===== src/rtl/sfcd_pkg.sv =====
// ----------------------------------------------------------------------------
// sfcd_pkg
// Types, constants and helper functions for the frame channel decoder:
// frame geometry, stick calibration constants and constant reciprocals.
// ----------------------------------------------------------------------------
package sfcd_pkg;

    localparam int FRAME_BYTES_DEF   = 18;
    localparam int CENTER_OFFSET_DEF = 1024;

    localparam int STORE_DEPTH   = 18;
    localparam int PAYLOAD_BYTES = STORE_DEPTH - 1;
    localparam int PAYLOAD_W     = 8 * PAYLOAD_BYTES;
    localparam int IDX_W         = $clog2(PAYLOAD_BYTES);
    localparam int COUNT_W       = 6;
    localparam int COUNT_MAX     = 63;
    localparam int CH_W          = 11;
    localparam int NUM_CH        = 12;

    localparam int DIFF_W      = 13;
    localparam int MAG_W       = 22;
    localparam int RECIP_W     = 23;
    localparam int RECIP_SHIFT = 33;
    localparam int PROD_W      = MAG_W + RECIP_W;
    localparam int QUOT_W      = PROD_W - RECIP_SHIFT;
    localparam int SW_W        = 12;

    typedef logic signed [DIFF_W-1:0] t_diff;
    typedef logic [MAG_W-1:0]         t_mag;
    typedef logic [RECIP_W-1:0]       t_recip;
    typedef logic [CH_W-1:0]          t_chan;
    typedef logic signed [SW_W-1:0]   t_switch;

    localparam int STICK_GAIN = 1400;
    localparam int THR_GAIN   = 25;

    localparam int FWD_DIV = 1596;
    localparam int LAT_DIV = 1312;
    localparam int THR_DIV = 1533;
    localparam int YAW_DIV = 1600;

    localparam t_recip FWD_RECIP = RECIP_W'(((64'd1 << RECIP_SHIFT) + 64'(FWD_DIV) - 64'd1)
                                            / 64'(FWD_DIV));
    localparam t_recip LAT_RECIP = RECIP_W'(((64'd1 << RECIP_SHIFT) + 64'(LAT_DIV) - 64'd1)
                                            / 64'(LAT_DIV));
    localparam t_recip THR_RECIP = RECIP_W'(((64'd1 << RECIP_SHIFT) + 64'(THR_DIV) - 64'd1)
                                            / 64'(THR_DIV));
    localparam t_recip YAW_RECIP = RECIP_W'(((64'd1 << RECIP_SHIFT) + 64'(YAW_DIV) - 64'd1)
                                            / 64'(YAW_DIV));

    // offset plus trim plus map origin, folded into one bias per stick
    localparam t_diff FWD_BIAS = 13'sd820;
    localparam t_diff LAT_BIAS = -13'sd636;
    localparam t_diff THR_BIAS = 13'sd776;
    localparam t_diff YAW_BIAS = 13'sd824;

    localparam t_diff FWD_BASE = 13'sd700;
    localparam t_diff LAT_BASE = -13'sd700;
    localparam t_diff THR_BASE = 13'sd25;
    localparam t_diff YAW_BASE = -13'sd700;

    localparam t_diff FWD_DZ_LO = -13'sd14;
    localparam t_diff FWD_DZ_HI = 13'sd10;
    localparam t_diff LAT_DZ_LO = -13'sd30;
    localparam t_diff LAT_DZ_HI = 13'sd20;
    localparam t_diff THR_DZ_HI = 13'sd3;
    localparam t_diff YAW_DZ_LO = -13'sd22;
    localparam t_diff YAW_DZ_HI = 13'sd22;

    localparam t_switch SWITCH_REF = 12'sd2000;

    function automatic t_mag scale_abs(input t_diff x, input int gain);
        t_diff ax;
        ax = x[DIFF_W-1] ? -x : x;
        return t_mag'({{(MAG_W-DIFF_W){1'b0}}, ax}) * t_mag'(gain);
    endfunction

    function automatic t_diff recip_div(input t_mag m, input t_recip recip, input logic neg);
        logic [PROD_W-1:0] prod;
        t_diff             q;
        prod = PROD_W'(m) * PROD_W'(recip);
        q    = t_diff'({{(DIFF_W-QUOT_W){1'b0}}, prod[RECIP_SHIFT +: QUOT_W]});
        return neg ? -q : q;
    endfunction

    function automatic t_diff halve(input t_diff v);
        t_diff s;
        s = v + {{(DIFF_W-1){1'b0}}, v[DIFF_W-1]};
        return {s[DIFF_W-1], s[DIFF_W-1:1]};
    endfunction

endpackage


===== src/rtl/sbus_frame_channel_decoder.sv =====
// ----------------------------------------------------------------------------
// sbus_frame_channel_decoder
// Collects received bytes into a frame and, on line idle, decodes twelve
// 11-bit channels into calibrated stick values and switch values.
// ----------------------------------------------------------------------------
// Input channel: i_in_valid / o_in_ready with i_action and i_data_byte. A
// data transaction (action 0) stores the byte, if not a burst's first, and
// bumps a saturating count. An idle transaction (action 1) ends the burst:
// FRAME_BYTES bytes launch one decode, other lengths drop; the count clears.
// Output channel: o_out_valid / i_out_ready with the twelve decoded fields.
// The decode runs in two register stages: unpack, offset, bias and gain into
// the first, constant-reciprocal divide, base, halving and dead zone into the
// result register. One input transaction is taken per cycle while
// o_in_ready is high; the rate is set by the two-stage decode pipeline,
// which moves one frame per cycle unless stalled.
// When the receiver stalls, the result register holds, then the first stage
// fills, and only then does o_in_ready drop. Reset clears the count and both
// stages; the frame bytes are not cleared and are rewritten by each burst.
// ----------------------------------------------------------------------------
module sbus_frame_channel_decoder #(
    parameter int FRAME_BYTES   = sfcd_pkg::FRAME_BYTES_DEF,
    parameter int CENTER_OFFSET = sfcd_pkg::CENTER_OFFSET_DEF
) (
    input  logic               i_clk,
    input  logic               i_rst_n,
    input  logic               i_in_valid,
    output logic               o_in_ready,
    input  logic               i_action,
    input  logic [7:0]         i_data_byte,
    output logic               o_out_valid,
    input  logic               i_out_ready,
    output logic signed [9:0]  o_stick_fwd,
    output logic signed [10:0] o_stick_lat,
    output logic signed [5:0]  o_stick_thr,
    output logic signed [9:0]  o_stick_yaw,
    output logic [10:0]        o_switch_a,
    output logic [10:0]        o_switch_b,
    output logic signed [11:0] o_switch_c,
    output logic signed [11:0] o_switch_d,
    output logic [10:0]        o_switch_e,
    output logic [10:0]        o_switch_f,
    output logic [10:0]        o_switch_g,
    output logic [10:0]        o_switch_h
);

    logic [sfcd_pkg::COUNT_W-1:0]   r_count, n_count;
    logic [sfcd_pkg::PAYLOAD_W-1:0] r_frame, n_frame;

    logic             r_s1_valid, n_s1_valid;
    sfcd_pkg::t_mag   r_m_fwd, r_m_lat, r_m_thr, r_m_yaw;
    sfcd_pkg::t_mag   n_m_fwd, n_m_lat, n_m_thr, n_m_yaw;
    logic             r_neg_fwd, r_neg_lat, r_neg_thr, r_neg_yaw;
    logic             n_neg_fwd, n_neg_lat, n_neg_thr, n_neg_yaw;
    sfcd_pkg::t_chan  r_raw_a, r_raw_b, r_raw_e, r_raw_f, r_raw_g, r_raw_h;
    sfcd_pkg::t_chan  n_raw_a, n_raw_b, n_raw_e, n_raw_f, n_raw_g, n_raw_h;
    sfcd_pkg::t_switch r_inv_c, r_inv_d, n_inv_c, n_inv_d;

    logic                  r_out_valid, n_out_valid;
    logic signed [9:0]     r_stick_fwd, n_stick_fwd;
    logic signed [10:0]    r_stick_lat, n_stick_lat;
    logic signed [5:0]     r_stick_thr, n_stick_thr;
    logic signed [9:0]     r_stick_yaw, n_stick_yaw;
    sfcd_pkg::t_chan       r_switch_a, r_switch_b, r_switch_e, r_switch_f;
    sfcd_pkg::t_chan       r_switch_g, r_switch_h;
    sfcd_pkg::t_switch     r_switch_c, r_switch_d;

    logic in_accept;
    logic s1_ready;
    logic s2_ready;
    logic launch;
    logic [sfcd_pkg::IDX_W-1:0] wr_idx;
    sfcd_pkg::t_chan ch [sfcd_pkg::NUM_CH];
    sfcd_pkg::t_diff d_fwd, d_lat, d_thr, d_yaw;
    sfcd_pkg::t_diff x_fwd, x_lat, x_thr, x_yaw;
    sfcd_pkg::t_diff v_fwd, v_lat, v_thr, v_yaw;
    sfcd_pkg::t_diff h_fwd, h_lat, h_yaw;

    assign s2_ready   = !r_out_valid || i_out_ready;
    assign s1_ready   = !r_s1_valid || s2_ready;
    assign o_in_ready = s1_ready;
    assign in_accept  = i_in_valid && s1_ready;
    assign launch     = in_accept && i_action
                        && (r_count == sfcd_pkg::COUNT_W'(FRAME_BYTES));
    assign wr_idx     = sfcd_pkg::IDX_W'(r_count - sfcd_pkg::COUNT_W'(1));

    always_comb begin
        n_count = r_count;
        n_frame = r_frame;
        if (in_accept) begin
            if (i_action) begin
                n_count = '0;
            end else begin
                if (r_count != '0 && r_count < sfcd_pkg::COUNT_W'(sfcd_pkg::STORE_DEPTH)) begin
                    n_frame[8*wr_idx +: 8] = i_data_byte;
                end
                if (r_count < sfcd_pkg::COUNT_W'(sfcd_pkg::COUNT_MAX)) begin
                    n_count = r_count + sfcd_pkg::COUNT_W'(1);
                end
            end
        end
    end

    always_comb begin
        for (int k = 0; k < sfcd_pkg::NUM_CH; k++) begin
            ch[k] = r_frame[sfcd_pkg::CH_W*k +: sfcd_pkg::CH_W];
        end
        d_fwd = sfcd_pkg::t_diff'({2'b00, ch[2]}) - sfcd_pkg::t_diff'(CENTER_OFFSET);
        d_lat = sfcd_pkg::t_diff'({2'b00, ch[0]}) - sfcd_pkg::t_diff'(CENTER_OFFSET);
        d_thr = sfcd_pkg::t_diff'({2'b00, ch[1]}) - sfcd_pkg::t_diff'(CENTER_OFFSET);
        d_yaw = sfcd_pkg::t_diff'({2'b00, ch[3]}) - sfcd_pkg::t_diff'(CENTER_OFFSET);
        x_fwd = d_fwd + sfcd_pkg::FWD_BIAS;
        x_lat = d_lat + sfcd_pkg::LAT_BIAS;
        x_thr = sfcd_pkg::THR_BIAS - d_thr;
        x_yaw = d_yaw + sfcd_pkg::YAW_BIAS;

        n_m_fwd   = sfcd_pkg::scale_abs(x_fwd, sfcd_pkg::STICK_GAIN);
        n_m_lat   = sfcd_pkg::scale_abs(x_lat, sfcd_pkg::STICK_GAIN);
        n_m_thr   = sfcd_pkg::scale_abs(x_thr, sfcd_pkg::THR_GAIN);
        n_m_yaw   = sfcd_pkg::scale_abs(x_yaw, sfcd_pkg::STICK_GAIN);
        n_neg_fwd = x_fwd > sfcd_pkg::t_diff'(0);
        n_neg_lat = x_lat > sfcd_pkg::t_diff'(0);
        n_neg_thr = x_thr > sfcd_pkg::t_diff'(0);
        n_neg_yaw = x_yaw[sfcd_pkg::DIFF_W-1];

        n_raw_a = ch[4];
        n_raw_b = ch[5];
        n_inv_c = sfcd_pkg::SWITCH_REF - sfcd_pkg::t_switch'({1'b0, ch[6]});
        n_inv_d = sfcd_pkg::SWITCH_REF - sfcd_pkg::t_switch'({1'b0, ch[7]});
        n_raw_e = ch[8];
        n_raw_f = ch[9];
        n_raw_g = ch[10];
        n_raw_h = ch[11];

        n_s1_valid = s1_ready ? launch : r_s1_valid;
    end

    always_comb begin
        v_fwd = sfcd_pkg::recip_div(r_m_fwd, sfcd_pkg::FWD_RECIP, r_neg_fwd)
                + sfcd_pkg::FWD_BASE;
        v_lat = sfcd_pkg::recip_div(r_m_lat, sfcd_pkg::LAT_RECIP, r_neg_lat)
                + sfcd_pkg::LAT_BASE;
        v_thr = sfcd_pkg::recip_div(r_m_thr, sfcd_pkg::THR_RECIP, r_neg_thr)
                + sfcd_pkg::THR_BASE;
        v_yaw = sfcd_pkg::recip_div(r_m_yaw, sfcd_pkg::YAW_RECIP, r_neg_yaw)
                + sfcd_pkg::YAW_BASE;
        h_fwd = sfcd_pkg::halve(v_fwd);
        h_lat = sfcd_pkg::halve(v_lat);
        h_yaw = sfcd_pkg::halve(v_yaw);

        n_stick_fwd = h_fwd[9:0];
        if (h_fwd > sfcd_pkg::FWD_DZ_LO && h_fwd < sfcd_pkg::FWD_DZ_HI) begin
            n_stick_fwd = '0;
        end
        n_stick_lat = h_lat[10:0];
        if (h_lat > sfcd_pkg::LAT_DZ_LO && h_lat < sfcd_pkg::LAT_DZ_HI) begin
            n_stick_lat = '0;
        end
        n_stick_thr = v_thr[5:0];
        if (!v_thr[sfcd_pkg::DIFF_W-1] && v_thr <= sfcd_pkg::THR_DZ_HI) begin
            n_stick_thr = '0;
        end
        n_stick_yaw = h_yaw[9:0];
        if (h_yaw > sfcd_pkg::YAW_DZ_LO && h_yaw < sfcd_pkg::YAW_DZ_HI) begin
            n_stick_yaw = '0;
        end

        n_out_valid = s2_ready ? r_s1_valid : r_out_valid;
    end

    always_ff @(posedge i_clk) begin
        if (!i_rst_n) begin
            r_count     <= '0;
            r_s1_valid  <= 1'b0;
            r_out_valid <= 1'b0;
        end else begin
            r_count     <= n_count;
            r_s1_valid  <= n_s1_valid;
            r_out_valid <= n_out_valid;
        end
    end

    always_ff @(posedge i_clk) begin
        r_frame <= n_frame;
        if (launch) begin
            r_m_fwd   <= n_m_fwd;
            r_m_lat   <= n_m_lat;
            r_m_thr   <= n_m_thr;
            r_m_yaw   <= n_m_yaw;
            r_neg_fwd <= n_neg_fwd;
            r_neg_lat <= n_neg_lat;
            r_neg_thr <= n_neg_thr;
            r_neg_yaw <= n_neg_yaw;
            r_raw_a   <= n_raw_a;
            r_raw_b   <= n_raw_b;
            r_inv_c   <= n_inv_c;
            r_inv_d   <= n_inv_d;
            r_raw_e   <= n_raw_e;
            r_raw_f   <= n_raw_f;
            r_raw_g   <= n_raw_g;
            r_raw_h   <= n_raw_h;
        end
        if (r_s1_valid && s2_ready) begin
            r_stick_fwd <= n_stick_fwd;
            r_stick_lat <= n_stick_lat;
            r_stick_thr <= n_stick_thr;
            r_stick_yaw <= n_stick_yaw;
            r_switch_a  <= r_raw_a;
            r_switch_b  <= r_raw_b;
            r_switch_c  <= r_inv_c;
            r_switch_d  <= r_inv_d;
            r_switch_e  <= r_raw_e;
            r_switch_f  <= r_raw_f;
            r_switch_g  <= r_raw_g;
            r_switch_h  <= r_raw_h;
        end
    end

    assign o_out_valid = r_out_valid;
    assign o_stick_fwd = r_stick_fwd;
    assign o_stick_lat = r_stick_lat;
    assign o_stick_thr = r_stick_thr;
    assign o_stick_yaw = r_stick_yaw;
    assign o_switch_a  = r_switch_a;
    assign o_switch_b  = r_switch_b;
    assign o_switch_c  = r_switch_c;
    assign o_switch_d  = r_switch_d;
    assign o_switch_e  = r_switch_e;
    assign o_switch_f  = r_switch_f;
    assign o_switch_g  = r_switch_g;
    assign o_switch_h  = r_switch_h;

    a_idle_clears_count: assert property (@(posedge i_clk) disable iff (!i_rst_n)
        in_accept && i_action |=> r_count == '0)
        else $error("count not cleared after idle transaction");

    a_count_saturates: assert property (@(posedge i_clk) disable iff (!i_rst_n)
        in_accept && !i_action && r_count == sfcd_pkg::COUNT_W'(sfcd_pkg::COUNT_MAX)
        |=> r_count == sfcd_pkg::COUNT_W'(sfcd_pkg::COUNT_MAX))
        else $error("count wrapped past saturation");

    a_launch_fills_stage: assert property (@(posedge i_clk) disable iff (!i_rst_n)
        launch |=> r_s1_valid)
        else $error("decode launch lost");

    a_result_from_stage: assert property (@(posedge i_clk) disable iff (!i_rst_n)
        $rose(r_out_valid) |-> $past(r_s1_valid))
        else $error("result without a decoded frame");

    a_stall_only_when_full: assert property (@(posedge i_clk) disable iff (!i_rst_n)
        !o_in_ready |-> r_s1_valid && r_out_valid && !i_out_ready)
        else $error("input stalled with room in the pipeline");

endmodule

===== config.mk =====
export PLATFORM = sky130hd
export DESIGN_NAME = sbus_frame_channel_decoder
export DESIGN_NICKNAME = d
export VERILOG_FILES = /design/src/rtl/sfcd_pkg.sv /design/src/rtl/sbus_frame_channel_decoder.sv
export SDC_FILE = /design/constraint.sdc
export NUM_CORES = 2
export LEC_CHECK = 0
export BUFFER_PORTS_ARGS = -buffer_cell sky130_fd_sc_hd__buf_2
export CAP_MARGIN = 10
export CORE_MARGIN = 5
export CORE_UTILIZATION = 65
export CTS_CLUSTER_DIAMETER = 60
export DETAILED_ROUTE_END_ITERATION = 8
export PLACE_DENSITY = 0.9
export SLEW_MARGIN = 10
export SYNTH_ARGS = -nofsm -noshare
export SYNTH_HDL_FRONTEND = slang
export SYNTH_SLANG_ARGS = --single-unit

===== constraint.sdc =====
create_clock -name i_clk -period 15.3 [get_ports i_clk]
set_input_delay 0 -clock i_clk [delete_from_list [all_inputs] [get_ports i_clk]]
set_output_delay 0 -clock i_clk [all_outputs]
set_load 0.05 [all_outputs]

==> impl_table.tex <==
\begin{tabular}{lr}
\hline
Metric & Value \\
\hline
\multicolumn{2}{l}{\textbf{Outcome}} \\
\quad Result of the run & completed \\
\multicolumn{2}{l}{\textbf{Clock tree}} \\
\quad Clock latency on the worst-skew pair & 640 ps \\
\quad Buffer count from post-CTS setup fixing & 0 \\
\quad CTS tree & built \\
\quad Buffer levels on the longest clock path & 3 \\
\quad Clock sink count & 436 \\
\quad Total CTS buffers & 50 \\
\quad Clock root buffer & clkbuf\_16 \\
\quad CTS-repair resized insts & 0 \\
\quad CTS H-tree depth & 2 \\
\quad Clock-pin slew of the registers on the worst-case setup and hold paths & 70 ps \\
\quad Post-CTS Hold Fix Bufs & 15 \\
\multicolumn{2}{l}{\textbf{Final layout}} \\
\quad Summed area of non-filler cells in the final layout & 0.0553 mm2 \\
\quad Count of nets after finishing & 6633 \\
\quad Filler instances & 5341 \\
\quad Fraction of the core area covered by cells at the end of the flow & 0.704 \\
\quad Relative area change from synthesis to final layout & 7.71\% \\
\quad Share of post-route cells with drive strength above 1 & 0.0577 \\
\multicolumn{2}{l}{\textbf{Synthesis}} \\
\quad Number of standard cells after synthesis & 5003 \\
\quad Most used DFF post-synth & edfxtp\_1 \\
\quad Number of distinct library cells after synthesis & 96 \\
\quad Synth Register Bits & 436 \\
\quad Mean post-synth cell area & 10.3 um2 \\
\quad Yosys warning count & 0 \\
\quad EDFF count, synth & 428 \\
\quad Proportion of synthesized chip area in sequential cells & 0.253 \\
\quad Share of flip-flops with an asynchronous set or reset after synthesis & 0 \\
\quad Post-Syn Area & 0.0514 mm2 \\
\multicolumn{2}{l}{\textbf{Global route}} \\
\quad GRT Overall Usage & 0.288 \\
\quad GR Overflow Total & 0 \\
\quad Antenna violations before repair & 1 \\
\quad Via count of the first global-routing pass & 38552 \\
\quad Wire length of the first global-routing pass & 200 mm \\
\quad Pin count of the biggest net entering global routing & 116 \\
\multicolumn{2}{l}{\textbf{STA}} \\
\quad Final Hold Fails & 0 \\
\quad RSZ-0062 raised after global routing & no \\
\quad Fmax achieved & 89.1 MHz \\
\quad Fraction of the cycle the final worst path needs & 0.734 \\
\quad Slew margin rel. & 0.205 \\
\quad Max Slew Vio Count & 0 \\
\quad Final Setup Violations & 0 \\
\quad Largest clock skew in the final design & 63.4 ps \\
\quad Worst Tran Pin Value & 1180 ps \\
\quad Post-Route Setup TNS & 0 ps \\
\quad Min setup slack post-route & 4080 ps \\
\quad Tmin final & 11220 ps \\
\multicolumn{2}{l}{\textbf{Floorplan}} \\
\quad Total number of placement rows & 103 \\
\quad Die Ht & 291 um \\
\quad Num ports & 142 \\
\quad Die width & 291 um \\
\quad Core Box Area & 0.0786 mm2 \\
\quad Die area & 0.0847 mm2 \\
\quad Effective utilization at floorplan & 0.653 \\
\multicolumn{2}{l}{\textbf{Critical path}} \\
\quad Reg-to-reg slack, setup & 4080 ps \\
\quad WP data arrival & 11540 ps \\
\quad Largest stage delay on the critical path & 1000 ps \\
\quad Worst-case reg-to-reg path depth & 30 \\
\quad Critical Path Start Type & flop \\
\quad Critical register-to-register path startpoint & r\_m\_yaw[16]\$\_DFFE\_PP\_ \\
\quad Start point of the critical path & r\_m\_yaw[16]\$\_DFFE\_PP\_ \\
\quad Most Frequent Cell on Critical Path & fa\_1 \\
\quad Nature of the critical path endpoint & flop \\
\quad Critical path class & reg -> reg \\
\quad End of the worst register-to-register path & o\_stick\_yaw[1]\$\_SDFFCE\_PP0P\_ \\
\quad Slowest cell on crit path & nor4bb\_1 \\
\quad Max Fanout on Critical Path & 11 \\
\quad Data required time at the worst endpoint & 15620 ps \\
\multicolumn{2}{l}{\textbf{Placed design}} \\
\quad Placement Setup Slack & 4160 ps \\
\quad Dpl cell area & 0.0533 mm2 \\
\quad Gp weighted congestion & 0.972 \\
\quad Port Buffer Count & 141 \\
\quad Estimated wirelength of the detail-placed design & 97.4 mm \\
\multicolumn{2}{l}{\textbf{Power and ir drop}} \\
\quad Power density of the placed cells & 49.2 mW/mm2 \\
\quad Comb pwr share & 0.037 \\
\quad Power dissipated by switching net loads & 0.000620 W \\
\quad Fraction of power spent switching nets & 0.228 \\
\quad Proportion of power drawn by the clock network & 0.486 \\
\quad Part of the total power dissipated in sequential elements & 0.477 \\
\quad Internal power & 0.00210 W \\
\quad Static Leakage & 26.7 nW \\
\quad Tot Pwr & 0.00272 W \\
\quad Peak supply drop & 0.122 mV \\
\multicolumn{2}{l}{\textbf{Run}} \\
\quad Count of max-cap constraint violations & 0 \\
\multicolumn{2}{l}{\textbf{Worst hold path}} \\
\quad Hold endpoint & o\_out\_valid\$\_SDFFE\_PN0P\_ \\
\quad Hold Crit Depth & 3 \\
\quad HP Class & in -> reg \\
\quad Worst Hold Launch & i\_rst\_n \\
\multicolumn{2}{l}{\textbf{Drt}} \\
\quad Number of vias in the routed layout & 36653 \\
\quad Aggregate routed wire length & 122 mm \\
\quad Number of optimization iterations in the first detailed-route pass & 7 \\
\quad Number of nets with antenna violations after detailed routing & 0 \\
\quad DRT iter0 DRCs & 2789 \\
\quad DRC violations left & 0 \\
\quad Wire length per cell & 19.5 um \\
\quad Per-cell via count in the routed design & 5.84 \\
\hline
\end{tabular}
## flip-flops by register name (all words and copies together) (netlist names), 12 cells and up
signal / flops
o_switch_c: 12
o_switch_d: 12
r_frame: 132
r_inv_c: 12
r_inv_d: 12
r_m_fwd: 19
r_m_lat: 19
r_m_thr: 18
r_m_yaw: 19
## worst max-delay path: cells and delay by family (launching register included)
kind	cells	cell delay, ps
AOI/OAI and AO/OA	8	2380
xor gates and xnor gates	2	730
adders and majority gates	8	3900
buffers and inverters	2	100
DFF	1	530
and+or+nand+nor	10	3320
## cells in the final DEF, fill, tap and decap left out, types with 76 or more instances in the layout
cell,netlist,final
inv_1,1137,1137
nand2_1,211,211
ha_1,911,911
xor2_1,76,76
a21oi_1,191,191
buf_2,1,141
o21ai_0,133,133
nor2_1,284,284
fa_1,530,530
edfxtp_1,428,428
xnor2_1,187,187
## cell usage after synthesis (34+ instances only)
cell / n / share of area
a21o_1: 59 / 0.0086
a21oi_1: 191 / 0.019
and2_1: 47 / 0.0057
and3_1: 35 / 0.0043
clkbuf_1: 56 / 0.0041
edfxtp_1: 428 / 0.25
fa_1: 530 / 0.21
ha_1: 911 / 0.22
inv_1: 1137 / 0.083
nand2_1: 211 / 0.015
nand2b_1: 36 / 0.0044
nand3_1: 69 / 0.0067
nand4_1: 34 / 0.0041
nor2_1: 284 / 0.021
nor3_1: 75 / 0.0073
o21ai_0: 133 / 0.013
xnor2_1: 187 / 0.032
xor2_1: 76 / 0.013
## metal layers
layer  vias up  share of wire  global-route usage
li1      17078              -                   -
met1     17893           0.41               0.377
met2      1397           0.49               0.497
met3       285          0.074              0.0514
met4         0          0.033              0.0844
met5         -              0                   0
## per-stage QoR
step | hold WS (ps) | instances
after global placement | 295 | 6162
after floorplan | 118 | 5019
final | 245 | 6271
after CTS | 222 | 6270
after global routing | 244 | 6271
after detailed placement | 304 | 6162
## logic make-up (layout without fill, tap and decap cells)
group / count (synthesis) / after routing / synth area share
AOI/OAI and AO/OA: 689 / 689 / 0.0892
other: 2 / 19 / 0.000146
and+or+nand+nor: 957 / 957 / 0.0920
xor gates and xnor gates: 266 / 266 / 0.0460
muxes: 13 / 13 / 0.00263
adders and majority gates: 1441 / 1441 / 0.429
DFF: 436 / 436 / 0.253
buffers and inverters: 1199 / 1400 / 0.0880
## power by group through the flow
stage | clock network, W | logic [W] | registers [W]
CTS | 0.00133 | 0.0000984 | 0.00130
global route | 0.00139 | 0.000110 | 0.00130
global placement | 0 | 0.0000873 | 0.00132
detailed placement | 0 | 0.0000923 | 0.00132
floorplan | 0 | 0.0000657 | 0.00132
finish | 0.00132 | 0.000101 | 0.00130
## cell type report
cell class,count,area [um2],area share
Antenna cell,1,2.50,0.0000452
Clock buffer,53,1260,0.0228
Clock inverter,40,573,0.0104
Inverter,1138,4270,0.0772
Multi-Input combinational cell,3384,33900,0.613
Sequential cell,436,13000,0.235
Tap cell,1050,1310,0.0237
Timing Repair Buffer,169,966,0.0175
## worst max-delay path by stage
stage | to
after global routing | o_stick_yaw[1]$_SDFFCE_PP0P_
after global placement | o_stick_lat[1]$_SDFFCE_PP0P_
after floorplan | r_inv_c[0]$_DFFE_PP_
after CTS | o_stick_yaw[1]$_SDFFCE_PP0P_
final | o_stick_yaw[1]$_SDFFCE_PP0P_
after detailed placement | o_stick_lat[1]$_SDFFCE_PP0P_
Note: power is estimated with default switching activity, not from simulation.
